**config.mk**
```make
export PLATFORM = sky130hd
export DESIGN_NAME = srclip_lerp
export DESIGN_NICKNAME = d
export VERILOG_FILES = /design/src/hw/rtl/srclip_pkg.sv /design/src/hw/rtl/srclip_lerp.sv
export SDC_FILE = /design/constraint.sdc
export NUM_CORES = 2
export LEC_CHECK = 0
export BUFFER_PORTS_ARGS = -buffer_cell sky130_fd_sc_hd__buf_2
export CAP_MARGIN = 20
export CORE_MARGIN = 3
export CORE_UTILIZATION = 55
export CTS_CLUSTER_DIAMETER = 60
export DETAILED_ROUTE_END_ITERATION = 16
export GPL_ROUTABILITY_DRIVEN = 0
export GPL_TIMING_DRIVEN = 0
export PLACE_DENSITY = 0.84
export SETUP_SLACK_MARGIN = 0.4
export SYNTH_ARGS = -nofsm -noshare
export SYNTH_HDL_FRONTEND = slang
export SYNTH_SLANG_ARGS = --single-unit
```
**constraint.sdc**
```tcl
create_clock -name i_clk -period 16.7 [get_ports i_clk]
set_clock_uncertainty 0.15 [all_clocks]
set_input_delay 0 -clock i_clk [delete_from_list [all_inputs] [get_ports i_clk]]
set_output_delay 0 -clock i_clk [all_outputs]
set_load 0.02 [all_outputs]
```
**src/hw/rtl/srclip_pkg.sv**
```systemverilog
package srclip_pkg;

    // Coordinate and difference widths are fixed by the field formats (Q12.4).
    localparam int COORD_WIDTH = 16;
    localparam int DIFF_WIDTH  = COORD_WIDTH + 1;
    localparam int NUM_EDGES   = 4;

    // Configuration port geometry.
    localparam int APB_DATA_WIDTH = 32;
    localparam int APB_ADDR_WIDTH = 4;

    // Register indexes, taken from paddr[3:2].
    localparam logic [1:0] REG_LEFT   = 2'd0;
    localparam logic [1:0] REG_TOP    = 2'd1;
    localparam logic [1:0] REG_RIGHT  = 2'd2;
    localparam logic [1:0] REG_BOTTOM = 2'd3;

    // Edge order used for the p and q terms.
    localparam int EDGE_LEFT   = 0;
    localparam int EDGE_RIGHT  = 1;
    localparam int EDGE_TOP    = 2;
    localparam int EDGE_BOTTOM = 3;

    typedef struct packed {
        logic signed [COORD_WIDTH-1:0] left;
        logic signed [COORD_WIDTH-1:0] top;
        logic signed [COORD_WIDTH-1:0] right;
        logic signed [COORD_WIDTH-1:0] bottom;
    } t_rect;

    typedef struct packed {
        logic signed [COORD_WIDTH-1:0] start_x;
        logic signed [COORD_WIDTH-1:0] start_y;
        logic signed [COORD_WIDTH-1:0] end_x;
        logic signed [COORD_WIDTH-1:0] end_y;
    } t_seg_in;

    typedef struct packed {
        logic                          visible;
        logic signed [COORD_WIDTH-1:0] clip_start_x;
        logic signed [COORD_WIDTH-1:0] clip_start_y;
        logic signed [COORD_WIDTH-1:0] clip_end_x;
        logic signed [COORD_WIDTH-1:0] clip_end_y;
    } t_seg_out;

    // Per-segment data carried alongside the dividers.
    typedef struct packed {
        logic signed [DIFF_WIDTH-1:0] x0;
        logic signed [DIFF_WIDTH-1:0] y0;
        logic signed [DIFF_WIDTH-1:0] dx;
        logic signed [DIFF_WIDTH-1:0] dy;
        logic [NUM_EDGES-1:0]         pzero;
        logic [NUM_EDGES-1:0]         pneg;
        logic                         rej;
    } t_side;

endpackage

```
**src/hw/rtl/srclip_lerp.sv**
```systemverilog
module srclip_lerp #(
    parameter int T_FRAC_BITS = 16
) (
    input  logic                                     i_clk,
    input  logic                                     i_rst_n,
    input  logic                                     i_en,
    input  logic                                     i_valid,
    input  logic                                     i_ok,
    input  logic signed [srclip_pkg::DIFF_WIDTH-1:0] i_x0,
    input  logic signed [srclip_pkg::DIFF_WIDTH-1:0] i_y0,
    input  logic signed [srclip_pkg::DIFF_WIDTH-1:0] i_dx,
    input  logic signed [srclip_pkg::DIFF_WIDTH-1:0] i_dy,
    input  logic signed [T_FRAC_BITS+1:0]            i_t_in,
    input  logic signed [T_FRAC_BITS+1:0]            i_t_out,
    output logic                                     o_valid,
    output srclip_pkg::t_seg_out                     o_data
);

    localparam int CW = srclip_pkg::COORD_WIDTH;
    localparam int DW = srclip_pkg::DIFF_WIDTH;
    localparam int TW = T_FRAC_BITS + 2;
    localparam int PW = DW + TW;
    localparam int RW = PW + 1;
    localparam int OW = RW - T_FRAC_BITS;
    localparam int SW = OW + 1;
    localparam logic signed [RW-1:0] HALF = RW'(1) << (T_FRAC_BITS - 1);

    // Round half up, add the start point and saturate to the coordinate range.
    function automatic logic signed [CW-1:0] place(
        input logic signed [CW-1:0] s,
        input logic signed [PW-1:0] prod
    );
        logic signed [RW-1:0] sum;
        logic signed [OW-1:0] off;
        logic signed [SW-1:0] r;
        sum = RW'(prod) + HALF;
        off = OW'(sum >>> T_FRAC_BITS);
        r   = SW'(s) + SW'(off);
        if (&r[SW-1:CW-1] || ~|r[SW-1:CW-1]) begin
            place = r[CW-1:0];
        end else if (r[SW-1]) begin
            place = {1'b1, {(CW-1){1'b0}}};
        end else begin
            place = {1'b0, {(CW-1){1'b1}}};
        end
    endfunction

    // Multiply stage.
    logic                 r_m_valid;
    logic                 r_m_ok;
    logic signed [CW-1:0] r_m_x0;
    logic signed [CW-1:0] r_m_y0;
    logic signed [PW-1:0] r_m_sx;
    logic signed [PW-1:0] r_m_sy;
    logic signed [PW-1:0] r_m_ex;
    logic signed [PW-1:0] r_m_ey;

    always_ff @(posedge i_clk) begin
        if (!i_rst_n) begin
            r_m_valid <= 1'b0;
        end else if (i_en) begin
            r_m_valid <= i_valid;
        end
    end

    always_ff @(posedge i_clk) begin
        if (i_en) begin
            r_m_ok <= i_ok;
            r_m_x0 <= CW'(i_x0);
            r_m_y0 <= CW'(i_y0);
            r_m_sx <= PW'(i_dx) * PW'(i_t_in);
            r_m_sy <= PW'(i_dy) * PW'(i_t_in);
            r_m_ex <= PW'(i_dx) * PW'(i_t_out);
            r_m_ey <= PW'(i_dy) * PW'(i_t_out);
        end
    end

    // Round and place stage; hidden segments report zero coordinates.
    logic                 r_valid;
    srclip_pkg::t_seg_out r_data;
    srclip_pkg::t_seg_out n_data;

    always_comb begin
        if (r_m_ok) begin
            n_data.visible      = 1'b1;
            n_data.clip_start_x = place(r_m_x0, r_m_sx);
            n_data.clip_start_y = place(r_m_y0, r_m_sy);
            n_data.clip_end_x   = place(r_m_x0, r_m_ex);
            n_data.clip_end_y   = place(r_m_y0, r_m_ey);
        end else begin
            n_data = '0;
        end
    end

    always_ff @(posedge i_clk) begin
        if (!i_rst_n) begin
            r_valid <= 1'b0;
        end else if (i_en) begin
            r_valid <= r_m_valid;
        end
    end

    always_ff @(posedge i_clk) begin
        if (i_en) begin
            r_data <= n_data;
        end
    end

    assign o_valid = r_valid;
    assign o_data  = r_data;

endmodule

```
== Word level (Yosys, flattened, before mapping) ==
Cells that the tools add are included.
Operators by class
  add/subtract/negate cells: 8
  $mul: 4
  mux-type cells: 9
  reduce and logical (&&, ||, !) cells: 16
Operator list (count)
  $add 35x17->36 const B: 4
  $mul 17x18->35: 4
  $mux 16: 8
  $add 16x20->21: 4
  $mux 65: 1
  $reduce_and 6->1: 4
  $reduce_or 6->1: 4
  $logic_not 1->1: 4
  $logic_or 1x1->1: 4
Storage, ports and cells
  bits in registers: 240
  input port bits: 109
  logic and storage cells: 51

== Depth between registers and ports, before layout ==
  depth after elaboration: 7
  gate-level depth with buffers: 25
  depth with buffers taken out: 23

== Least setup slack after synthesis ==
No wires, ideal clock.
  path type: in2reg
  start point: input port i_dx[2] (netlist name)
  end point: register r_m_ex[34], data pin
  arrival time: 5.866 ns
  required time: 16.290 ns
  setup slack: 10.424 ns
  stages: 22
  cell sequence: clkbuf_1 clkbuf_1 nand2_1 inv_1 fa_1 fa_1 fa_1 fa_1 fa_1 inv_1 fa_1 inv_1 ha_1 a21oi_1 o21ai_0 a21oi_1 inv_1 a21o_1 a221oi_1 o211ai_1 a31oi_1 xnor2_1
On the way
  cells in the longest elaborated chain, start to end: 1
Ends and longest elaborated chain
  start, declared: RTL line srclip_lerp.sv:11  | input logic signed [srclip_pkg::DIFF_WIDTH-1:0] i_dx,
  $mul 17x18->35: RTL line srclip_lerp.sv:73  | r_m_ex <= PW'(i_dx) * PW'(i_t_out);
  end signal, assigned: RTL line srclip_lerp.sv:73
  end, declared: RTL line srclip_lerp.sv:55  | logic signed [PW-1:0] r_m_ex;
Every way passes these cells.
A chain may end at the register's enable or synchronous reset.

== Worst setup path in the final report ==
Ends and elaborated chain as after synthesis.

==> metrics.md <==
| Metric | Value |
|---|---|
| Status | finished clean |
| Buf+Inv Stages, Crit Path | 6 |
| Syn Area/Cell | 9.56 um2 |
| Period minus WS final | about 7.9 ns |
| Clock transition at path regs | ~0.09 ns |
| RSZ-0062 raised after global routing | false |
| Most used cell, CP | fa_1 |
| Synth async-reset ratio | 0% |
| Max cap viols | 0 |
| H-tree Lvls | 4 |
| Die height | 321 um |
| Fmax | 126 MHz |
| Final setup TNS | 0 ns |
| CTS Buf Count | 17 |
| Final-stage net count | between 7000 and 8000 |
| GR peak layer | met2 |
| Cells after DPL | approximately 7200 |
| Top FF cell, synth | edfxtp_1 |
| Largest net degree at the start of global routing | 94 |
| Crit start category | primary input |
| IO Count | roughly 180 |
| Slew headroom | around 20% |
| Seq cells post-synth | 180 |
| Final Util | roughly 59% |
| Register area share after synthesis | about a tenth |
| Remaining global-route overflow | 0 |
| Initial drt markers | around 4800 |
| YS warnings | 0 |
| Sink Count | 180 |
| Final setup vio count | 0 |
| Die width | ~320 um |
| Area of the multi-input gates | ~44000 um2 |
| Post-cts repair resize count | 0 |
| Vias in the first global route | 45900 |
| CP Capture Type | register |
| Core Region | 98600 um2 |
| CTS tree | built |
| Vias/cell | a little under 6 |
| Post-Layout Cell Count | a little over 7000 |
| # rows | roughly 120 |
| DRT antenna net count | 0 |
| Crit path max-delay cell type | fa_1 |
| Number of flops mapped to enable cells by yosys | between 150 and 200 |
| Area of all sequential standard cells | between 5000 and 6000 um2 |
| Synth cell types | 74 |
| Final hold vios | 0 |
| Final Cycle Share | between 40% and 50% |
| Root buffer cell | clkbuf_16 |
| Fillers | about 7800 |
| Worst hold margin | ~0.05 ns |
| Slew Limit Fails | 0 |
| Largest stage delay on the critical path | approximately 0.90 ns |
| GRT Total Usage | approximately a third |
| M3 GR Usage | between 10 and 15% |
| Synth-to-layout area growth | 6.28% |
| Initial antenna violation count | 29 |
| Via Count | roughly 43000 |
| CP Data Arrival Time | 8.02 ns |
| Worst slew pin tran | approximately 1.2 ns |
| DR pass1 iterations | 9 |
| Met2 Track Usage GR | 49.7% |
| Starting Density | 55.5% |
| Tightest Hold Check Type | primary input to register |
| Bufs on Longest Clock Path | 2 |
| WS Path Type | primary input to register |
| IO buf count | around 150 |
| Synth Net Count | roughly 7500 |
| Post-Synthesis Cells | around 5700 |
| Req. time, crit path | about 17 ns |
| DIE AREA | just over 100000 um2 |
| Crit-path cells | clkbuf_1 > clkbuf_1 > nand2_1 > inv_1 > fa_1 > fa_1 > fa_1 > fa_1 > fa_1 > inv_1 > fa_1 > inv_1 > ha_1 > a21oi_1 > o21ai_0 > a21oi_1 > inv_1 > a21o_1 > a221oi_1 > o211ai_1 > a31oi_1 > xnor2_1 |
| Clk_lat worst skew | between 0.5 and 0.6 ns |
| Syn Std Cell Area | ~55000 um2 |
| Routed WL per cell | between 20 and 25 um |
| GR Util met1 | 38.9% |
| Final WL | between 150 and 200 mm |
| Residual DRC count | 0 |
| Maximum fanout along the worst path | 10 |
| Post-DP HPWL | 135 mm |
| First-pass GRT wire length | about 250 mm |
| Layout cells sized above 1 | approximately 3.5% |
| Cell family with most CP delay | adder cells |
==> logic make-up after synthesis <==
group / Yosys count / synth area share, %
adders and majority gates: 1660 / 55.0
AOI/OAI and AO/OA: 452 / 5.49
DFF: 180 / 9.84
and+or+nand+nor: 1664 / 15.3
xor gates and xnor gates: 241 / 3.86
buffers and inverters: 1520 / 10.4
muxes: 6 / 0.110
==> flip-flops by register name (all words and copies together) (netlist names) <==
| signal | flops |
|---|---|
| r_m_ey | 20 |
| o_data | 65 |
| o_valid | 1 |
| r_m_sy | 20 |
| r_m_x0 | 16 |
| r_m_ex | 20 |
| r_m_ok | 1 |
| r_m_y0 | 16 |
| r_m_sx | 20 |
| r_m_valid | 1 |
==> path summary, 6_finish.rpt <==
path / from / endpoint / slack [ns] / cells past startpoint
worst max register to register: r_m_ey[17] / o_data[13] / 11.92 / 16
worst min-delay path: i_x0[15] / r_m_x0[15] / 0.05 / 2
worst max-delay path: i_dx[2] / r_m_ex[34] / 8.79 / 22
worst min register to register: r_m_ok / o_data[64] / 0.36 / 0
==> worst register-to-register path: cells and delay by family (launching register included) <==
family | cells | cell delay [ns]
DFF | 1 | 0.40
xor gates and xnor gates | 1 | 0.25
adders and majority gates | 1 | 0.36
buffers and inverters | 1 | 0.23
and+or+nand+nor | 6 | 1.43
AOI/OAI and AO/OA | 7 | 1.73
==> cell usage in the layout, fill, tap and decap left out, types with 10 or more instances in the layout <==
master            n
o21bai_1         12
o21ai_0          76
nand2_1         611
or3_1            13
xor2_1           65
nor2b_1          22
a211oi_1         15
a21o_1           60
dlygate4sd3_1    38
and4_1           10
clkbuf_1        237
xnor2_1         176
fa_1           1244
edfxtp_1        178
nand2b_1         33
o21a_1           38
o211ai_1         14
inv_1          1273
nor2_1          188
diode_2          26
and2_1          604
ha_1            416
and3_1           40
nand4_1          23
buf_2           157
a21oi_1         131
clkbuf_16        17
a31oi_1          17
nor3_1           33
nand3_1          58
==> layer usage <==
metal / wire length, um / part of all wire, % / vias to the layer above
met5: 165 / 0.10 / -
met4: 14200 / 8.6 / 14
met1: 55200 / 33 / 21100
met3: 24400 / 15 / 993
li1: - / - / 17700
met2: 71600 / 43 / 3110
==> layout make-up <==
| type | count | area share (%) |
|---|---|---|
| Buffer | 245 | 1.59 |
| Clock buffer | 17 | 0.731 |
| Antenna cell | 26 | 0.112 |
| Clock inverter | 15 | 0.243 |
| Multi-Input combinational cell | 4023 | 75.0 |
| Timing Repair Buffer | 192 | 2.05 |
| Inverter | 1275 | 8.23 |
| Tap cell | 1287 | 2.77 |
| Sequential cell | 180 | 9.26 |
==> through the flow <==
stage               instance area [um2]  worst slack (ns)
finish                            58200              8.79
global placement                  57100              8.85
CTS                               58100              9.12
detailed placement                57200              8.60
floorplan                         54700             10.42
global route                      58100              8.42
==> cell usage after synthesis (all sizes together), types with 60 or more instances <==
| library cell | count | area (um2) |
|---|---|---|
| nand2 | 611 | 2290 |
| and2 | 604 | 3780 |
| o21ai | 79 | 395 |
| fa | 1244 | 24900 |
| a21oi | 131 | 656 |
| clkbuf | 237 | 890 |
| nor2 | 188 | 706 |
| edfxtp | 178 | 5350 |
| xnor2 | 176 | 1540 |
| a21o | 60 | 450 |
| inv | 1273 | 4780 |
| xor2 | 65 | 569 |
| ha | 416 | 5200 |
==> what timing repair did <==
| item | in CTS | in global routing |
|---|---|---|
| hold buffers | 38 | 0 |
| hold endpoints to repair | 125 | 0 |
| buffers inserted | 0 | 0 |
| endpoints found under the setup margin | 0 | 0 |
Power is left out: the tool's default activity adds up to more than one toggle a clock period on the data nets, which glitch-free logic cannot reach.
