<file path="src/hw/rtl/srclip_pkg.sv">
package srclip_pkg;

    // Coordinate and difference widths are fixed by the field formats (Q12.4).
    localparam int COORD_WIDTH = 16;
    localparam int DIFF_WIDTH  = COORD_WIDTH + 1;
    localparam int NUM_EDGES   = 4;

    // Configuration port geometry.
    localparam int APB_DATA_WIDTH = 32;
    localparam int APB_ADDR_WIDTH = 4;

    // Register indexes, taken from paddr[3:2].
    localparam logic [1:0] REG_LEFT   = 2'd0;
    localparam logic [1:0] REG_TOP    = 2'd1;
    localparam logic [1:0] REG_RIGHT  = 2'd2;
    localparam logic [1:0] REG_BOTTOM = 2'd3;

    // Edge order used for the p and q terms.
    localparam int EDGE_LEFT   = 0;
    localparam int EDGE_RIGHT  = 1;
    localparam int EDGE_TOP    = 2;
    localparam int EDGE_BOTTOM = 3;

    typedef struct packed {
        logic signed [COORD_WIDTH-1:0] left;
        logic signed [COORD_WIDTH-1:0] top;
        logic signed [COORD_WIDTH-1:0] right;
        logic signed [COORD_WIDTH-1:0] bottom;
    } t_rect;

    typedef struct packed {
        logic signed [COORD_WIDTH-1:0] start_x;
        logic signed [COORD_WIDTH-1:0] start_y;
        logic signed [COORD_WIDTH-1:0] end_x;
        logic signed [COORD_WIDTH-1:0] end_y;
    } t_seg_in;

    typedef struct packed {
        logic                          visible;
        logic signed [COORD_WIDTH-1:0] clip_start_x;
        logic signed [COORD_WIDTH-1:0] clip_start_y;
        logic signed [COORD_WIDTH-1:0] clip_end_x;
        logic signed [COORD_WIDTH-1:0] clip_end_y;
    } t_seg_out;

    // Per-segment data carried alongside the dividers.
    typedef struct packed {
        logic signed [DIFF_WIDTH-1:0] x0;
        logic signed [DIFF_WIDTH-1:0] y0;
        logic signed [DIFF_WIDTH-1:0] dx;
        logic signed [DIFF_WIDTH-1:0] dy;
        logic [NUM_EDGES-1:0]         pzero;
        logic [NUM_EDGES-1:0]         pneg;
        logic                         rej;
    } t_side;

endpackage

</file>
<file path="src/hw/rtl/srclip_div.sv">
module srclip_div #(
    parameter int T_FRAC_BITS = 16
) (
    input  logic                                   i_clk,
    input  logic                                   i_en,
    input  logic signed [srclip_pkg::DIFF_WIDTH-1:0] i_q,
    input  logic signed [srclip_pkg::DIFF_WIDTH-1:0] i_p,
    output logic signed [T_FRAC_BITS+1:0]          o_t
);

    localparam int DW = srclip_pkg::DIFF_WIDTH;
    localparam int QB = T_FRAC_BITS + 2;
    localparam int CW = DW + T_FRAC_BITS + 2;

    // Magnitudes, quotient sign and overflow flag.
    logic [DW-1:0] r_absq;
    logic [DW-1:0] r_absp;
    logic          r_neg;
    logic          r_ovf;
    logic [DW-1:0] n_absq;
    logic [DW-1:0] n_absp;

    assign n_absq = i_q[DW-1] ? DW'(-i_q) : DW'(i_q);
    assign n_absp = i_p[DW-1] ? DW'(-i_p) : DW'(i_p);

    always_ff @(posedge i_clk) begin
        if (i_en) begin
            r_absq <= n_absq;
            r_absp <= n_absp;
            r_neg  <= i_q[DW-1] ^ i_p[DW-1];
            r_ovf  <= ({2'b00, n_absq} >= {n_absp, 2'b00});
        end
    end

    // One quotient bit per stage, most significant first.
    logic [CW-1:0] r_rem [QB];
    logic [DW-1:0] r_dvs [QB];
    logic [QB-1:0] r_quo [QB];
    logic          r_sneg [QB];
    logic          r_sovf [QB];

    for (genvar k = 0; k < QB; k++) begin : g_stage
        logic [CW-1:0] rem_in;
        logic [DW-1:0] dvs_in;
        logic [QB-1:0] quo_in;
        logic          neg_in;
        logic          ovf_in;
        logic [CW-1:0] sub;
        logic          ge;
        logic [QB-1:0] n_quo;

        if (k == 0) begin : g_first
            assign rem_in = CW'(r_absq) << T_FRAC_BITS;
            assign dvs_in = r_absp;
            assign quo_in = '0;
            assign neg_in = r_neg;
            assign ovf_in = r_ovf;
        end else begin : g_next
            assign rem_in = r_rem[k-1];
            assign dvs_in = r_dvs[k-1];
            assign quo_in = r_quo[k-1];
            assign neg_in = r_sneg[k-1];
            assign ovf_in = r_sovf[k-1];
        end

        assign sub = CW'(dvs_in) << (QB - 1 - k);
        assign ge  = (rem_in >= sub);

        always_comb begin
            n_quo              = quo_in;
            n_quo[QB - 1 - k]  = ge;
        end

        always_ff @(posedge i_clk) begin
            if (i_en) begin
                r_rem[k]  <= ge ? (rem_in - sub) : rem_in;
                r_dvs[k]  <= dvs_in;
                r_quo[k]  <= n_quo;
                r_sneg[k] <= neg_in;
                r_sovf[k] <= ovf_in;
            end
        end
    end

    // Apply the sign and saturate to [-2, 2).
    logic [QB-1:0]         mag;
    logic                  fneg;
    logic                  fovf;
    logic signed [QB-1:0]  n_t;
    logic signed [QB-1:0]  r_t;

    assign mag  = r_quo[QB-1];
    assign fneg = r_sneg[QB-1];
    assign fovf = r_sovf[QB-1];

    always_comb begin
        if (!fneg) begin
            if (fovf || mag[QB-1]) begin
                n_t = {1'b0, {(QB-1){1'b1}}};
            end else begin
                n_t = mag;
            end
        end else begin
            if (fovf || (mag[QB-1] && |mag[QB-2:0])) begin
                n_t = {1'b1, {(QB-1){1'b0}}};
            end else begin
                n_t = ~mag + QB'(1);
            end
        end
    end

    always_ff @(posedge i_clk) begin
        if (i_en) begin
            r_t <= n_t;
        end
    end

    assign o_t = r_t;

endmodule

</file>
<file path="config.mk">
export PLATFORM = sky130hd
export DESIGN_NAME = srclip_div
export DESIGN_NICKNAME = d
export VERILOG_FILES = /design/src/hw/rtl/srclip_pkg.sv /design/src/hw/rtl/srclip_div.sv
export SDC_FILE = /design/constraint.sdc
export NUM_CORES = 2
export LEC_CHECK = 0
export ABC_CLOCK_PERIOD_IN_PS = 3900
export BUFFER_PORTS_ARGS = -buffer_cell sky130_fd_sc_hd__buf_2
export CAP_MARGIN = 0
export CORE_MARGIN = 4
export CORE_UTILIZATION = 45
export CTS_BUF_LIST = sky130_fd_sc_hd__clkbuf_8
export CTS_CLUSTER_DIAMETER = 40
export DETAILED_ROUTE_END_ITERATION = 12
export PLACE_DENSITY_LB_ADDON = 0.08
export RECOVER_POWER = 25
export SETUP_SLACK_MARGIN = 0.5
export SYNTH_ARGS = -nofsm -noshare
export SYNTH_HDL_FRONTEND = slang
export SYNTH_SLANG_ARGS = --single-unit
</file>
<file path="constraint.sdc">
create_clock -name i_clk -period 3.9 [get_ports i_clk]
set_input_delay 0.78 -clock i_clk [delete_from_list [all_inputs] [get_ports i_clk]]
set_output_delay 0.78 -clock i_clk [all_outputs]
set_load 0.005 [all_outputs]
</file>
# Word-level counts from Yosys, hierarchy flattened
# Memories as Yosys holds them, arrays and structs flattened.
# Index checks and enable logic that the tools add are counted.
[classes]
add_sub_neg = 21
n_lt_le_gt_ge = 19
mux = 25
bitwise_logic = 2
n_reduce_logical = 4
[ops]
columns = ["operator", "n"]
rows = [
  ["2-to-1 mux 35 bit", 18],
  ["2-to-1 mux 18 bit", 3],
  ["greater-or-equal comparator 35 x 17 -> 1 bit", 1],
  ["greater-or-equal comparator 35 x 18 -> 1 bit", 1],
  ["greater-or-equal comparator 35 x 19 -> 1 bit", 1],
  ["greater-or-equal comparator 35 x 20 -> 1 bit", 1],
  ["greater-or-equal comparator 35 x 21 -> 1 bit", 1],
  ["greater-or-equal comparator 35 x 22 -> 1 bit", 1],
  ["greater-or-equal comparator 35 x 23 -> 1 bit", 1],
  ["greater-or-equal comparator 35 x 24 -> 1 bit", 1],
  ["greater-or-equal comparator 35 x 25 -> 1 bit", 1],
  ["greater-or-equal comparator 35 x 26 -> 1 bit", 1],
  ["greater-or-equal comparator 35 x 27 -> 1 bit", 1],
  ["greater-or-equal comparator 35 x 28 -> 1 bit", 1],
  ["greater-or-equal comparator 35 x 29 -> 1 bit", 1],
  ["greater-or-equal comparator 35 x 30 -> 1 bit", 1],
  ["greater-or-equal comparator 35 x 31 -> 1 bit", 1],
  ["greater-or-equal comparator 35 x 32 -> 1 bit", 1],
  ["greater-or-equal comparator 35 x 33 -> 1 bit", 1],
  ["subtractor 33 x 34 -> 35 bit", 1],
  ["subtractor 35 x 17 -> 35 bit", 1],
  ["subtractor 35 x 18 -> 35 bit", 1],
  ["subtractor 35 x 19 -> 35 bit", 1],
  ["subtractor 35 x 20 -> 35 bit", 1],
  ["24 further kinds", 28],
]
[totals]
regBits = 54
ram_bits = 1296
input_bits = 36
out_inout_bits = 18
wordCells = 81
n_memories = 5
[memory_table]
columns = ["name", "depth", "width", "rd", "rd_ports_with_merged_regs", "wr", "line_no", "text"]
rows = [
  ["r_rem", 18, 35, 17, 0, 18, "srclip_div.sv:36", "logic [CW-1:0] r_rem [QB];"],
  ["r_quo", 18, 18, 18, 0, 18, "srclip_div.sv:38", "logic [QB-1:0] r_quo [QB];"],
  ["r_dvs", 18, 17, 17, 0, 18, "srclip_div.sv:37", "logic [DW-1:0] r_dvs [QB];"],
  ["r_sneg", 18, 1, 18, 0, 18, "srclip_div.sv:39", "logic r_sneg [QB];"],
  ["r_sovf", 18, 1, 18, 0, 18, "srclip_div.sv:40", "logic r_sovf [QB];"],
]

# Logic depth before layout (Yosys ltp)
# An unclocked memory read counts as a cell.
[depth]
depth_word = 6
ltp_mapped = 18

# Least setup slack after synthesis
# No wires, ideal clock.
[synth_timing]
path_type = "in2reg"
start = "input port i_q[4] (netlist name)"
end = "register r_ovf, in the netlist g_stage[0].ovf_in, data pin"
setup_ps = 152
arrival_time_ps = 3493
slack_ps = 255
path_stages = 13
path_cell_list = "or4_1 -> or4_1 -> o41ai_1 -> xnor2_1 -> ha_1 -> nand2_1 -> nor2_1 -> o2111ai_1 -> a21oi_1 -> o31a_1 -> nor2_1 -> maj3_1 -> o22ai_1"
[synth_via]
elab_chain_cells = 3
[synth_lines]
columns = ["element", "line_no", "text"]
rows = [
  ["from (decl)", "srclip_div.sv:6", "input logic signed [srclip_pkg::DIFF_WIDTH-1:0] i_q,"],
  ["negator 17 bit", "srclip_div.sv:23", "assign n_absq = i_q[DW-1] ? DW'(-i_q) : DW'(i_q);"],
  ["2-to-1 mux 17 bit", "srclip_div.sv:23", ""],
  ["named net n_absq[12]", "srclip_div.sv:20", "logic [DW-1:0] n_absq;"],
  ["greater-or-equal comparator 17 x 19 -> 1 bit", "srclip_div.sv:31", "r_ovf <= ({2'b00, n_absq} >= {n_absp, 2'b00});"],
  ["to (signal assigned)", "srclip_div.sv:31", ""],
  ["to (decl)", "srclip_div.sv:19", "logic r_ovf;"],
]
# The timed path passes the listed nets, and every way through them passes these cells.
# A chain may end at the register's enable or synchronous reset.

==> key figures <==
Status
  – Outcome: complete, but fails checks
  – Failing checks: max-capacitance violations, max-slew violations

Global routing
  – Vias in the first global route: ~34k
  – Total gr overflow: 0
  – GRT met1 Usage: 0.213
  – Overall routing resource usage: 0.176
  – Global route hottest layer: met2
  – Met3 GRT Util: 0.0310
  – Largest net degree at the start of global routing: between 100 and 150
  – Initial antenna violation count: 4
  – Global-route wire length before repair: around 170 mm
  – Grt met2 use: 0.310

Flow run
  – Max_cap viols: 1

Placed design
  – Cells after DPL: 6023
  – Final GP Congestion: around 0.87
  – Detailed placer's ending HPWL: approximately 79 mm
  – Port bufs: 53

Pwr
  – Seq pwr share: 0.423
  – Sw frac: 0.336
  – PD cells: approximately 650 nW/um2
  – Internal: ~0.025 W
  – Worst VDD drop: roughly 0.35 mV
  – Leakage: between 20 and 25 nW
  – Combinational Power Share: 0.331
  – Net Switching: ~0.013 W
  – Clock share of power: 0.246

Timing
  – Worst rel slew slack: -1.03
  – Final Max Tran Viols: 41
  – Measured slew at the worst slew-check pin: slightly above 3 ns
  – Fmax: 0.280 GHz
  – Skew final: 0.0506 ns
  – Final worst-path cycle share: 0.917
  – Final setup viols: 0
  – Final min period: 3.58 ns
  – Final hold violations: 0
  – RSZ-0062 raised after global routing: yes
  – Setup TNS: 0 ns

Synth
  – Syn. warnings: 0
  – Async S/R FF share, synth: 0
  – Post-Synth XOR/XNOR Area: 0.0670
  – EDFF count, synth: ~990
  – Post-synthesis mux area share: 0.0119
  – Mapped cell area: about 52000 um2
  – Main combinational cell family by area after synthesis: compound AO/OA/AOI/OAI gates
  – Unique masters post-synth: a little under 80
  – Synth Instances: 4433
  – Synth Area in Compound Gates: 0.115
  – Syn_area_per_cell: between 10 and 15 um2
  – Simple-gate area share of the yosys netlist: 0.110
  – Post-Syn Nets: 4808
  – Post-Synth Adder-Cell Area: 0.0844
  – Seq cells post-synth: a little under 1k
  – Dominant synthesized flop cell: edfxtp_1
  – Sequential fraction of the synthesis area: 0.575

Clocking
  – # clock sinks: approximately 1000
  – Post-CTS Hold Fix Bufs: 0
  – Clock Pin Slew Worst Setup and Hold Paths: 0.06 ns
  – TritonCTS clock tree: done
  – CTS root buffer: clkbuf_8
  – Num CTS Buffers: between 150 and 200
  – H-Tree Depth: 4
  – Worst-Skew Late Latency: 0.86 ns
  – Max Buffers Root-to-Sink: 3

Finish
  – Layout cells sized above 1: 0.124
  – Cell Count, Final, Fillers Out: 6400
  – Commonest cells after routing, fill and taps aside: 993 x edfxtp_1, 475 x inv_1, 368 x nand2_1
  – Most common cell after layout, fill and taps aside: edfxtp_1
  – Final Core Density: 0.518
  – Synth-to-layout area growth: 14.0%
  – Nets: 5118

Drt
  – Starting DRT DRC Count: about 2.1k
  – Avg WL per Cell: 16.8 um
  – Final WL: ~110 mm
  – Antenna-violating nets left: 0
  – DR vias: around 33k
  – Vias per inst: 5.23
  – Pre-antenna DRT Iters: 5
  – DR DRC count: 0

Floorplan
  – DIE AREA: 121000 um2
  – Rows: between 100 and 150
  – Initial Util: 0.454
  – DIE HEIGHT: between 300 and 400 um
  – I/O Pins: 54
  – Die Wd: roughly 350 um
  – Core Box Area: approximately 110000 um2

Setup path
  – Worst setup SP type: register
  – Worst setup EP type: register
  – Max FO, Critical Path: 2
  – CP arrival: roughly 4.3 ns
  – Reg2reg path depth: 25
  – Critical path type: reg -> reg
  – Worst EP required: about 4.6 ns

Worst hold path
  – Hold/Removal Path Class: in -> reg
  – Hold depth: 1
## power by group through the flow
stage          registers (W)  logic, W  clock network (W)
2_1_floorplan         0.0158   0.00948                  0
3_3_place_gp          0.0164    0.0122                  0
3_5_place_dp          0.0164    0.0123                  0
4_1_cts               0.0162    0.0125            0.00978
5_1_grt               0.0164    0.0143             0.0103
6_report              0.0162    0.0127            0.00942
## flip-flops by register name, summed over array words and instances, names as in the netlist
register        flops
r_rem             443
r_dvs             289
r_quo             171
o_t                18
r_sneg             18
r_sovf             18
g_stage.dvs_in     17
r_absq             17
g_stage.neg_in      1
g_stage.ovf_in      1
## cell usage after synthesis (all sizes together) (9+ instances only)
library cell | number | area share
edfxtp | 993 | 0.57
inv | 431 | 0.031
nand2 | 371 | 0.027
ha | 322 | 0.078
o21ai | 316 | 0.030
nor2 | 270 | 0.020
a21oi | 263 | 0.025
xnor2 | 218 | 0.037
xor2 | 179 | 0.030
nor3 | 104 | 0.010
a21o | 97 | 0.014
nand2b | 70 | 0.0084
clkbuf | 67 | 0.0048
nand3 | 56 | 0.0054
mux2 | 50 | 0.011
nor4 | 50 | 0.0063
o21a | 47 | 0.0068
or3 | 47 | 0.0057
nand4 | 40 | 0.0049
nor2b | 39 | 0.0047
o31ai | 35 | 0.0051
or4 | 29 | 0.0043
o21bai | 27 | 0.0039
a211oi | 23 | 0.0033
a31oi | 20 | 0.0024
fa | 17 | 0.0066
o41ai | 17 | 0.0029
and3 | 15 | 0.0018
nand3b | 15 | 0.0022
or2 | 15 | 0.0018
o211ai | 14 | 0.0020
a2111oi | 12 | 0.0020
and2 | 11 | 0.0013
a21boi | 10 | 0.0014
o2111ai | 10 | 0.0017
a22oi | 9 | 0.0013
nor3b | 9 | 0.0013
o31a | 9 | 0.0015
## area by class of cell
class,count,area (um2)
Timing Repair Buffer,203,1680
Sequential cell,993,29800
Tap cell,1512,1890
Antenna cell,3,7.51
Fill cell,10100,55200
Inverter,431,1620
Multi-Input combinational cell,2937,20700
Clock buffer,178,2450
Clock inverter,143,1020
## worst max-delay path: stages (launching register included)
cell and delay (ns):
edfxtp_1 0.36, inv_1 0.07, buf_4 0.12, buf_4 0.12, buf_4 0.12, buf_4 0.12
buf_4 0.12, buf_4 0.12, buf_4 0.12, buf_4 0.13, buf_4 0.12, buf_4 0.12
buf_4 0.12, buf_4 0.12, buf_4 0.12, buf_4 0.12, buf_4 0.12, buf_4 0.12
buf_4 0.12, buf_4 0.12, buf_4 0.12, buf_4 0.12, buf_4 0.12, buf_4 0.12
buf_4 0.12, a22oi_1 0.19
## timing repair
action	4_1_cts	5_1_grt
setup endpoints to repair	79	155
resized for setup	40	75
setup buffers	34	16
pin swaps	6	13
cloned	2	1
## cells by family (layout without fill, tap and decap cells)
logic type               count (synthesis)  after routing
adder cells (fa/ha/maj)                340            340
AO/OA/AOI/OAI                          973            973
buffers and inverters                  503            955
AND/OR/NAND/NOR                       1174           1174
other                                    0              3
multiplexers                            53             53
flip-flops                             993            993
XOR/XNOR                               397            397
## final timing paths
kind,start,endpoint,slack (ns)
setup / recovery,r_quo[17][1],o_t[1],0.32
hold / removal,i_q[0],r_absq[0],0.19
setup reg to reg,r_quo[17][1],o_t[1],0.32
hold reg to reg,r_dvs[12][8],r_dvs[13][8],0.40
## metrics by stage
stage	total power [W]	area, um2	worst slack, ns	hold slack [ns]
floorplan	0.0253	51900	0.365	0.400
global placement	0.0286	54700	-0.102	0.400
detailed placement	0.0287	54700	-0.141	0.405
CTS	0.0385	58700	0.447	0.0440
global route	0.0411	59200	0.187	0.136
finish	0.0383	59200	0.323	0.186
## layer usage
| metal | wire, um | vias up |
|---|---|---|
| met4 | 4090 | 0 |
| met5 | 0 | - |
| met1 | 45900 | 15800 |
| li1 | - | 16900 |
| met2 | 53200 | 595 |
| met3 | 4200 | 227 |
Note: power is estimated with default switching activity, not from simulation.
