### src/hw/rtl/srclip_pkg.sv
package srclip_pkg;

    // Coordinate and difference widths are fixed by the field formats (Q12.4).
    localparam int COORD_WIDTH = 16;
    localparam int DIFF_WIDTH  = COORD_WIDTH + 1;
    localparam int NUM_EDGES   = 4;

    // Configuration port geometry.
    localparam int APB_DATA_WIDTH = 32;
    localparam int APB_ADDR_WIDTH = 4;

    // Register indexes, taken from paddr[3:2].
    localparam logic [1:0] REG_LEFT   = 2'd0;
    localparam logic [1:0] REG_TOP    = 2'd1;
    localparam logic [1:0] REG_RIGHT  = 2'd2;
    localparam logic [1:0] REG_BOTTOM = 2'd3;

    // Edge order used for the p and q terms.
    localparam int EDGE_LEFT   = 0;
    localparam int EDGE_RIGHT  = 1;
    localparam int EDGE_TOP    = 2;
    localparam int EDGE_BOTTOM = 3;

    typedef struct packed {
        logic signed [COORD_WIDTH-1:0] left;
        logic signed [COORD_WIDTH-1:0] top;
        logic signed [COORD_WIDTH-1:0] right;
        logic signed [COORD_WIDTH-1:0] bottom;
    } t_rect;

    typedef struct packed {
        logic signed [COORD_WIDTH-1:0] start_x;
        logic signed [COORD_WIDTH-1:0] start_y;
        logic signed [COORD_WIDTH-1:0] end_x;
        logic signed [COORD_WIDTH-1:0] end_y;
    } t_seg_in;

    typedef struct packed {
        logic                          visible;
        logic signed [COORD_WIDTH-1:0] clip_start_x;
        logic signed [COORD_WIDTH-1:0] clip_start_y;
        logic signed [COORD_WIDTH-1:0] clip_end_x;
        logic signed [COORD_WIDTH-1:0] clip_end_y;
    } t_seg_out;

    // Per-segment data carried alongside the dividers.
    typedef struct packed {
        logic signed [DIFF_WIDTH-1:0] x0;
        logic signed [DIFF_WIDTH-1:0] y0;
        logic signed [DIFF_WIDTH-1:0] dx;
        logic signed [DIFF_WIDTH-1:0] dy;
        logic [NUM_EDGES-1:0]         pzero;
        logic [NUM_EDGES-1:0]         pneg;
        logic                         rej;
    } t_side;

endpackage

### src/hw/rtl/srclip_cfg.sv
module srclip_cfg (
    input  logic                                      i_clk,
    input  logic                                      i_rst_n,
    input  logic                                      psel,
    input  logic                                      penable,
    input  logic                                      pwrite,
    input  logic [srclip_pkg::APB_ADDR_WIDTH-1:0]     paddr,
    input  logic [srclip_pkg::APB_DATA_WIDTH-1:0]     pwdata,
    output logic [srclip_pkg::APB_DATA_WIDTH-1:0]     prdata,
    output logic                                      pready,
    output srclip_pkg::t_rect                         o_rect
);

    srclip_pkg::t_rect r_rect;
    logic              wr_en;
    logic [1:0]        reg_idx;
    logic signed [srclip_pkg::COORD_WIDTH-1:0] rd_val;
    logic signed [srclip_pkg::COORD_WIDTH-1:0] wr_val;

    assign pready  = 1'b1;
    assign wr_en   = psel && penable && pwrite;
    assign reg_idx = paddr[3:2];
    assign wr_val  = pwdata[srclip_pkg::COORD_WIDTH-1:0];

    // Register writes complete in the access phase.
    always_ff @(posedge i_clk) begin
        if (!i_rst_n) begin
            r_rect <= '0;
        end else if (wr_en) begin
            case (reg_idx)
                srclip_pkg::REG_LEFT:   r_rect.left   <= wr_val;
                srclip_pkg::REG_TOP:    r_rect.top    <= wr_val;
                srclip_pkg::REG_RIGHT:  r_rect.right  <= wr_val;
                srclip_pkg::REG_BOTTOM: r_rect.bottom <= wr_val;
                default: ;
            endcase
        end
    end

    // Read data is sign extended to the bus width.
    always_comb begin
        case (reg_idx)
            srclip_pkg::REG_LEFT:   rd_val = r_rect.left;
            srclip_pkg::REG_TOP:    rd_val = r_rect.top;
            srclip_pkg::REG_RIGHT:  rd_val = r_rect.right;
            srclip_pkg::REG_BOTTOM: rd_val = r_rect.bottom;
            default:                rd_val = '0;
        endcase
    end

    assign prdata = srclip_pkg::APB_DATA_WIDTH'(rd_val);
    assign o_rect = r_rect;

endmodule

### config.mk
export PLATFORM = sky130hd
export DESIGN_NAME = srclip_cfg
export DESIGN_NICKNAME = d
export VERILOG_FILES = /design/src/hw/rtl/srclip_pkg.sv /design/src/hw/rtl/srclip_cfg.sv
export SDC_FILE = /design/constraint.sdc
export NUM_CORES = 1
export LEC_CHECK = 0
export BUFFER_PORTS_ARGS = -buffer_cell sky130_fd_sc_hd__buf_4
export CAP_MARGIN = 10
export CORE_MARGIN = 3
export CORE_UTILIZATION = 43
export CTS_BUF_LIST = sky130_fd_sc_hd__clkbuf_4
export DETAILED_ROUTE_END_ITERATION = 8
export GPL_TIMING_DRIVEN = 0
export PLACE_DENSITY = 0.78
export SYNTH_ARGS = -nofsm -noshare
export SYNTH_HDL_FRONTEND = slang
export SYNTH_SLANG_ARGS = --single-unit
### constraint.sdc
create_clock -name i_clk -period 2.85 [get_ports i_clk]
set_input_delay 0.855 -clock i_clk [delete_from_list [all_inputs] [get_ports i_clk]]
set_output_delay 0.855 -clock i_clk [all_outputs]
set_load 0.01 [all_outputs]
[After elaboration in Yosys (flattened, before gate mapping)]
Index checks and enable logic that the tools add are counted.
Operators by class
  equality and inequality tests: 3
  mux-type cells: 1
  reduce and logical (&&, ||, !) cells: 7
Operators with widths (number)
  $pmux W16 S4: 1
  $reduce_and A2 Y1: 4
  $eq A2 B2 Y1 const B: 2
  $eq A2 B1 Y1 const B: 1
  $logic_and A1 B1 Y1: 2
  $logic_not A2 Y1: 1
Storage, ports and cells
  register bits: 64
  bits of input ports: 41
  output and inout bits: 97
  logic and storage cells: 15

[Logic depth before layout (Yosys ltp)]
Gate-level depths: netlist of the first run.
  word-level depth: 3
  depth in mapped cells: 6
  depth with buffers taken out: 3

[Worst setup path after synthesis of the first run]
OpenSTA, ideal clock, no wires.
  path kind: in2out
  start: input paddr[3] (netlist bit)
  end: output prdata[16] (netlist bit)
  data arrival time: 2034 ps
  data required time: 1995 ps
  path slack: -39 ps
  stages on the path: 4
  path buffers: 3
  cell sequence: buf_6 -> buf_2 -> mux4_1 -> buf_4
Between the ends
  longest elaborated chain between the ends: 2
  elaborated cells between the ends (all ways): 5
  those cells by class: eq/ne (3); mux (1); reduce/logical (1)
Ends and longest elaborated chain
  start: declaration: RTL line srclip_cfg.sv:7  | input logic [srclip_pkg::APB_ADDR_WIDTH-1:0] paddr,
  $eq A2 B2 Y1, or another cell as far along: RTL line srclip_cfg.sv:42  | case (reg_idx)
  $pmux W16 S4 (*): RTL line srclip_cfg.sv:42
  end: declaration: RTL line srclip_cfg.sv:9  | output logic [srclip_pkg::APB_DATA_WIDTH-1:0] prdata,
Every way passes the cells marked *; elsewhere a longest branch is shown, timed or not.

[Worst setup path in the final report of the first run]
  start: input paddr[2] (netlist bit)
  end: output prdata[23] (netlist bit)
Same word-level chain as after synthesis.

==> impl_metrics.json, run 1 <==
{
  "crit_top_cell": "buf_4",
  "post-route-worst-setup-slack_ps": 32.8,
  "via_per_inst": 5.16,
  "grt_max_degree": 13,
  "critPathMaxFanout": 12,
  "finalHoldWorstSlack_ps": 473,
  "antenna_found_initial": 0,
  "core-area_um2": 6460,
  "postCtsSetupBuffers": 0,
  "gp_congestion": 0.781,
  "skew_ps": 0,
  "setup_viol": 0,
  "root_buffer": "clkbuf_4",
  "clkLatencyLatePin_ps": 410,
  "whs_path_depth": 2,
  "preCtsSetupSlack_ps": -254,
  "fillCellCount": 543,
  "r2r-end": "o_rect[31]",
  "die_x_um": 88.4,
  "path_clk_slew_ps": 100,
  "synth_ff_type": "dfxtp_1",
  "drt-pass1-iter-count": 4,
  "h-tree-depth": 3,
  "synth.cell_area_um2": 2920,
  "hold_class": "flip-flop to flip-flop",
  "antenna_cells": 0,
  "crit_type": "primary input to primary output",
  "tightest_slew_ps": 637,
  "worst_r2r_path_depth": 2,
  "synth_edf_count": 0,
  "r2r_start": "o_rect[31]",
  "rows": 29,
  "grt_pass1_wl_mm": 12.6,
  "ant_nets": 0,
  "status": "complete, no violations",
  "gr-total-overflow": 0,
  "synthCells": 268,
  "numCtsBuffers": 9,
  "start_util_pct": 45.2,
  "cts.sinks": 64,
  "routed_wl_mm": 8.40,
  "wire_per_inst_um": 17.6,
  "synth_cell_types": 18,
  "dr_total_vias": 2467,
  "final_nets": 437,
  "synth_seq_cells": 64,
  "initialDrtViolationCount": 94,
  "dieArea_um2": 7810,
  "io_pins": 138,
  "crit_chain": "buf_6 > mux4_2 > buf_4 > buf_4",
  "path_delay_family": "multiplexers",
  "io_buffer_count": 115,
  "multi_input_area_um2": 1410,
  "holdBufCountCts": 0,
  "grt_usage_pct": 21.7,
  "regArea_um2": 1280,
  "clockBufferDepth": 2,
  "drc": 0,
  "worst_hold_startpoint": "o_rect[34]",
  "cp.arrival_ps": 1960,
  "hold_viol_final": 0,
  "syn_area_per_cell_um2": 10.9,
  "hpwl_mm": 5.75,
  "synth-async-reset-ratio_pct": 0,
  "powerDensity_nw_per_um2": 418,
  "largest_register_ffs": 64,
  "period_needed_ps": 2820,
  "max_freq_ghz": 0.355,
  "fin_crit_sh_pct": 98.9,
  "ir_drop_uv": 267,
  "required_ps": 2000,
  "layout-drive-gt1-share_pct": 43.6,
  "rsz0062_at_grt": "no",
  "cts_tree": "built",
  "maxCapViolations": 0,
  "seq_area_frac_synth_pct": 43.9,
  "crit_path_end_kind": "primary output",
  "critPathSlowestCell": "mux4_2",
  "slowest_delay_ps": 620,
  "startpoint_type": "primary input",
  "min_to": "o_rect[34]",
  "yosysWarnings": 0,
  "die_y_um": 88.4,
  "critical_path_buf_inv_count": 3,
  "r2r_setup_slack_ps": 2120,
  "syn2layout_area_growth_pct": 39.5,
  "grt_pass1_vias": 2373,
  "drv_slew": 0,
  "maxSlewHeadroom_pct": 57.5,
  "syn-num-nets": 309,
  "p_leak_nw": 1.99
}
power by group:
part,switching [mW],internal [mW]
Clock,0.344,0.266
Combinational,0.0925,0.0822
Sequential,0.00970,0.906
how the worst max path moves through the flow:
stage / slack, ps / startpoint / endpoint / depth (start not counted)
3_5_place_dp: -250 / paddr[3] / prdata[26] / 5
2_1_floorplan: 70 / paddr[3] / prdata[16] / 4
6_report: 30 / paddr[2] / prdata[23] / 4
4_1_cts: 20 / paddr[3] / prdata[26] / 5
3_3_place_gp: -220 / paddr[3] / prdata[18] / 5
5_1_grt: 0.8 / paddr[2] / prdata[23] / 4
cells in the mapped netlist, drive strengths merged, types with 9 or more instances:
master / instances / share of area (%)
mux2i: 64 / 22
dfxtp: 64 / 44
mux4: 16 / 13
nand2: 80 / 10
clkbuf: 9 / 1.2
buf: 27 / 7.8
cell usage in the layout (no fill, tap or decap), drive strengths merged, types with 2 or more instances in the layout:
cell	synthesis	layout
buf	27	142
clkbuf	9	18
clkinv	0	4
clkinvlp	0	2
dfxtp	64	64
mux2i	64	64
mux4	16	18
nand2	80	80
layer usage:
layer / up-vias / part of all wire, % / GRT usage (%)
li1: 1171 / - / -
met1: 1190 / 43 / 27.4
met2: 91 / 49 / 35.8
met3: 15 / 5.5 / 4.19
met4: 0 / 1.9 / 10.4
met5: - / 0 / 0
kinds of logic (layout without fill, tap and decap cells):
family / after synthesis / in the layout / synth area share, %
AND/OR/NAND/NOR: 86 / 86 / 11.9
multiplexers: 80 / 82 / 34.9
flip-flops: 64 / 64 / 43.9
buffers and inverters: 37 / 168 / 9.13
other: 1 / 1 / 0.129
final cells by class:
class                           instances  share of cell area (%)
Sequential cell                        64                    31.5
Tap cell                               77                    2.37
Buffer                                 36                    6.70
Clock buffer                            9                    1.66
Clock inverter                          7                    1.78
Inverter                                1                  0.0923
Timing Repair Buffer                  115                    21.2
Multi-Input combinational cell        169                    34.7
repair_timing:
action	in CTS	in global routing
resized for setup	3	2
endpoints found under the setup margin	22	16
cloned	1	1
endpoints found under the hold margin	0	0
per-stage QoR:
step           util, %  TNS, ps  cells  instance area, um2  total power [mW]
5_1_grt           63.0        0    478                4070              1.76
3_5_place_dp      60.0    -4690    460                3870              1.11
4_1_cts           62.6        0    477                4040              1.71
6_report          63.0        0    478                4070              1.70
2_1_floorplan        -        0    268                2910              1.03
3_3_place_gp      60.0    -4040    460                3870              1.10
worst reg2reg max path, cell delays in order, from the launching register on:
cell     delay, ps
dfxtp_1        440
nand2_1         80
mux2i_1        150
Note: power is estimated with default switching activity, not from simulation.
==> run 2: changes to the inputs <==
--- a/config.mk
+++ b/config.mk
@@ -13,6 +13,7 @@
 export DETAILED_ROUTE_END_ITERATION = 8
 export GPL_TIMING_DRIVEN = 0
 export PLACE_DENSITY = 0.78
+export SLEW_MARGIN = 20
 export SYNTH_ARGS = -nofsm -noshare
 export SYNTH_HDL_FRONTEND = slang
 export SYNTH_SLANG_ARGS = --single-unit
==> constraint.sdc (replaced) <==
create_clock -name i_clk -period 2.85 [get_ports i_clk]
set_input_delay 0.1425 -clock i_clk [delete_from_list [all_inputs] [get_ports i_clk]]
set_output_delay 0.1425 -clock i_clk [all_outputs]
set_load 0.01 [all_outputs]
==> run 2 against run 1 <==
Against the previous run:
- clock skew did not move
- wire length fell by 2.1%
- critical path depth shrank 1
- global-route usage decreased by 0.15 points
- non-clock buffer count stayed put
- largest power group unchanged
==> impl_metrics.json, run 2 (synthesis gave the netlist of run 1 again) <==
{
  "critPathSlowestCell": "mux4_1",
  "design_power_total_mw": 1.56,
  "clkLatencyLatePin_ps": 400,
  "cp.arrival_ps": 1870,
  "worst_r2r_path_depth": 2,
  "rsz0062_at_grt": "no",
  "cts_resized": 0,
  "holdBufCountCts": 0,
  "critical_path_buf_inv_count": 2,
  "final_nets": 435,
  "numCtsBuffers": 9,
  "grt_usage_pct": 21.6,
  "regArea_um2": 1280,
  "final_cell_mix": "buf_4, nand2_1, mux2i_1, dfxtp_1, mux4_2",
  "whs_path_depth": 3,
  "skew_ps": 0,
  "antenna_found_initial": 0,
  "utilization_pct": 61.4,
  "fillCellCount": 557,
  "routed_wl_mm": 8.22,
  "dieArea_um2": 7810,
  "ant_nets": 0,
  "grt_pass1_vias": 2400,
  "io_pins": 138,
  "internal_power_mw": 1.15,
  "ir_drop_uv": 181,
  "rows": 29,
  "drt-pass1-iter-count": 4,
  "core-area_um2": 6460,
  "antenna_cells": 0,
  "grt_util_met2_pct": 35.2,
  "io_buffer_count": 115,
  "postCtsSetupBuffers": 0,
  "slowest_delay_ps": 750,
  "path_depth": 3,
  "hold_class": "primary input to flip-flop",
  "startpoint_type": "flip-flop",
  "fin_cells": 473,
  "use_met1_pct": 26.4,
  "required_ps": 2710,
  "syn2layout_area_growth_pct": 35.9,
  "place_area_um2": 3880,
  "clockBufferDepth": 2,
  "initialDrtViolationCount": 58,
  "crit_type": "flip-flop to primary output",
  "power.switching_uw": 403,
  "wire_per_inst_um": 17.4,
  "swShare_pct": 25.9,
  "fin_crit_sh_pct": 70.6,
  "grt_pass1_wl_mm": 12.4,
  "p_leak_nw": 1.96,
  "setup_tns_ps": 0,
  "critPathMaxFanout": 17,
  "maxCapViolations": 0,
  "die_y_um": 88.4,
  "layout-drive-gt1-share_pct": 42.2,
  "status": "complete, no violations",
  "cts_tree": "built",
  "gr-total-overflow": 0,
  "clockPowerShare_pct": 30.3,
  "h-tree-depth": 3,
  "path_clk_slew_ps": 100,
  "multi_input_area_um2": 1370,
  "crit_chain": "mux4_1 > buf_4 > buf_4",
  "crit_path_end_kind": "primary output",
  "gr-max-usage-layer": "met2",
  "hold_viol_final": 0,
  "dp_cells": 460,
  "p_comb_share_pct": 10.9,
  "maxSlewHeadroom_pct": 55.7,
  "grt_max_degree": 18,
  "cts.sinks": 64,
  "largest_register_ffs": 64,
  "max_freq_ghz": 0.497,
  "final_common_cell": "buf_4",
  "setup_viol": 0,
  "gp_congestion": 0.798,
  "via_per_inst": 5.26,
  "dr_total_vias": 2486,
  "seqPwrFrac_pct": 58.8,
  "crit_top_cell": "buf_4",
  "hpwl_mm": 5.97,
  "root_buffer": "clkbuf_4",
  "path_delay_family": "multiplexers",
  "powerDensity_nw_per_um2": 392,
  "min_to": "o_rect[41]",
  "drc": 0,
  "r2r_start": "o_rect[18]",
  "worst_hold_startpoint": "pwdata[9]",
  "r2r-end": "o_rect[18]",
  "die_x_um": 88.4,
  "tightest_slew_ps": 665,
  "fin_area_um2": 3970,
  "start_util_pct": 45.2,
  "grt_use_met3_pct": 5.40,
  "drv_slew": 0,
  "r2r_setup_slack_ps": 2170,
  "period_needed_ps": 2010
}
[run 2: cell types whose count changed in the layout (fill, tap and decap cells not counted), sizes merged]
cell / before / now
clkinvlp: 2 / 0
mux4: 18 / 16
bufinv: 1 / 0
clkbuf: 18 / 19
clkinv: 4 / 3
[run 2: power by group through the flow]
| stage | sequential [mW] | clock, mW | combinational, mW |
|---|---|---|---|
| floorplan | 0.939 | 0 | 0.0882 |
| global placement | 0.935 | 0 | 0.168 |
| detailed placement | 0.935 | 0 | 0.170 |
| CTS | 0.915 | 0.480 | 0.171 |
| global route | 0.916 | 0.527 | 0.183 |
| finish | 0.915 | 0.472 | 0.169 |
[run 2: cell type report]
cell class / count / area share [%]
inverters: 1 / 0.0947
clock inverters: 3 / 0.316
repair buffers: 115 / 21.8
clock buffers: 10 / 1.89
flip-flops and latches: 64 / 32.3
well taps: 77 / 2.43
plain buffers: 36 / 6.63
multi-input cells: 167 / 34.6
[run 2: worst max path at each step]
stage | from | end | slack, ps
after floorplan | paddr[3] | prdata[16] | 1390
after global placement | paddr[3] | prdata[29] | 1090
after detailed placement | paddr[3] | prdata[21] | 1060
after CTS | o_rect[47] | prdata[21] | 800
after global routing | o_rect[47] | prdata[16] | 710
final | o_rect[47] | prdata[21] | 840
[run 2: tightest hold or removal path, cell delays in order]
cell	delay [ps]
buf_4	80
nand2_1	90
mux2i_1	130
[run 2: stage by stage]
step                setup WS [ps]  hold WS (ps)
finish                        838          69.3
global route                  710          64.1
CTS                           800          52.4
detailed placement           1060           463
global placement             1090           458
floorplan                    1390           346
[run 2: per-layer routing]
| layer | share of wire, % | wire length, um |
|---|---|---|
| met4 | 3.0 | 247 |
| met3 | 6.9 | 566 |
| met2 | 49 | 4050 |
| met1 | 41 | 3360 |
| met5 | 0 | 0 |
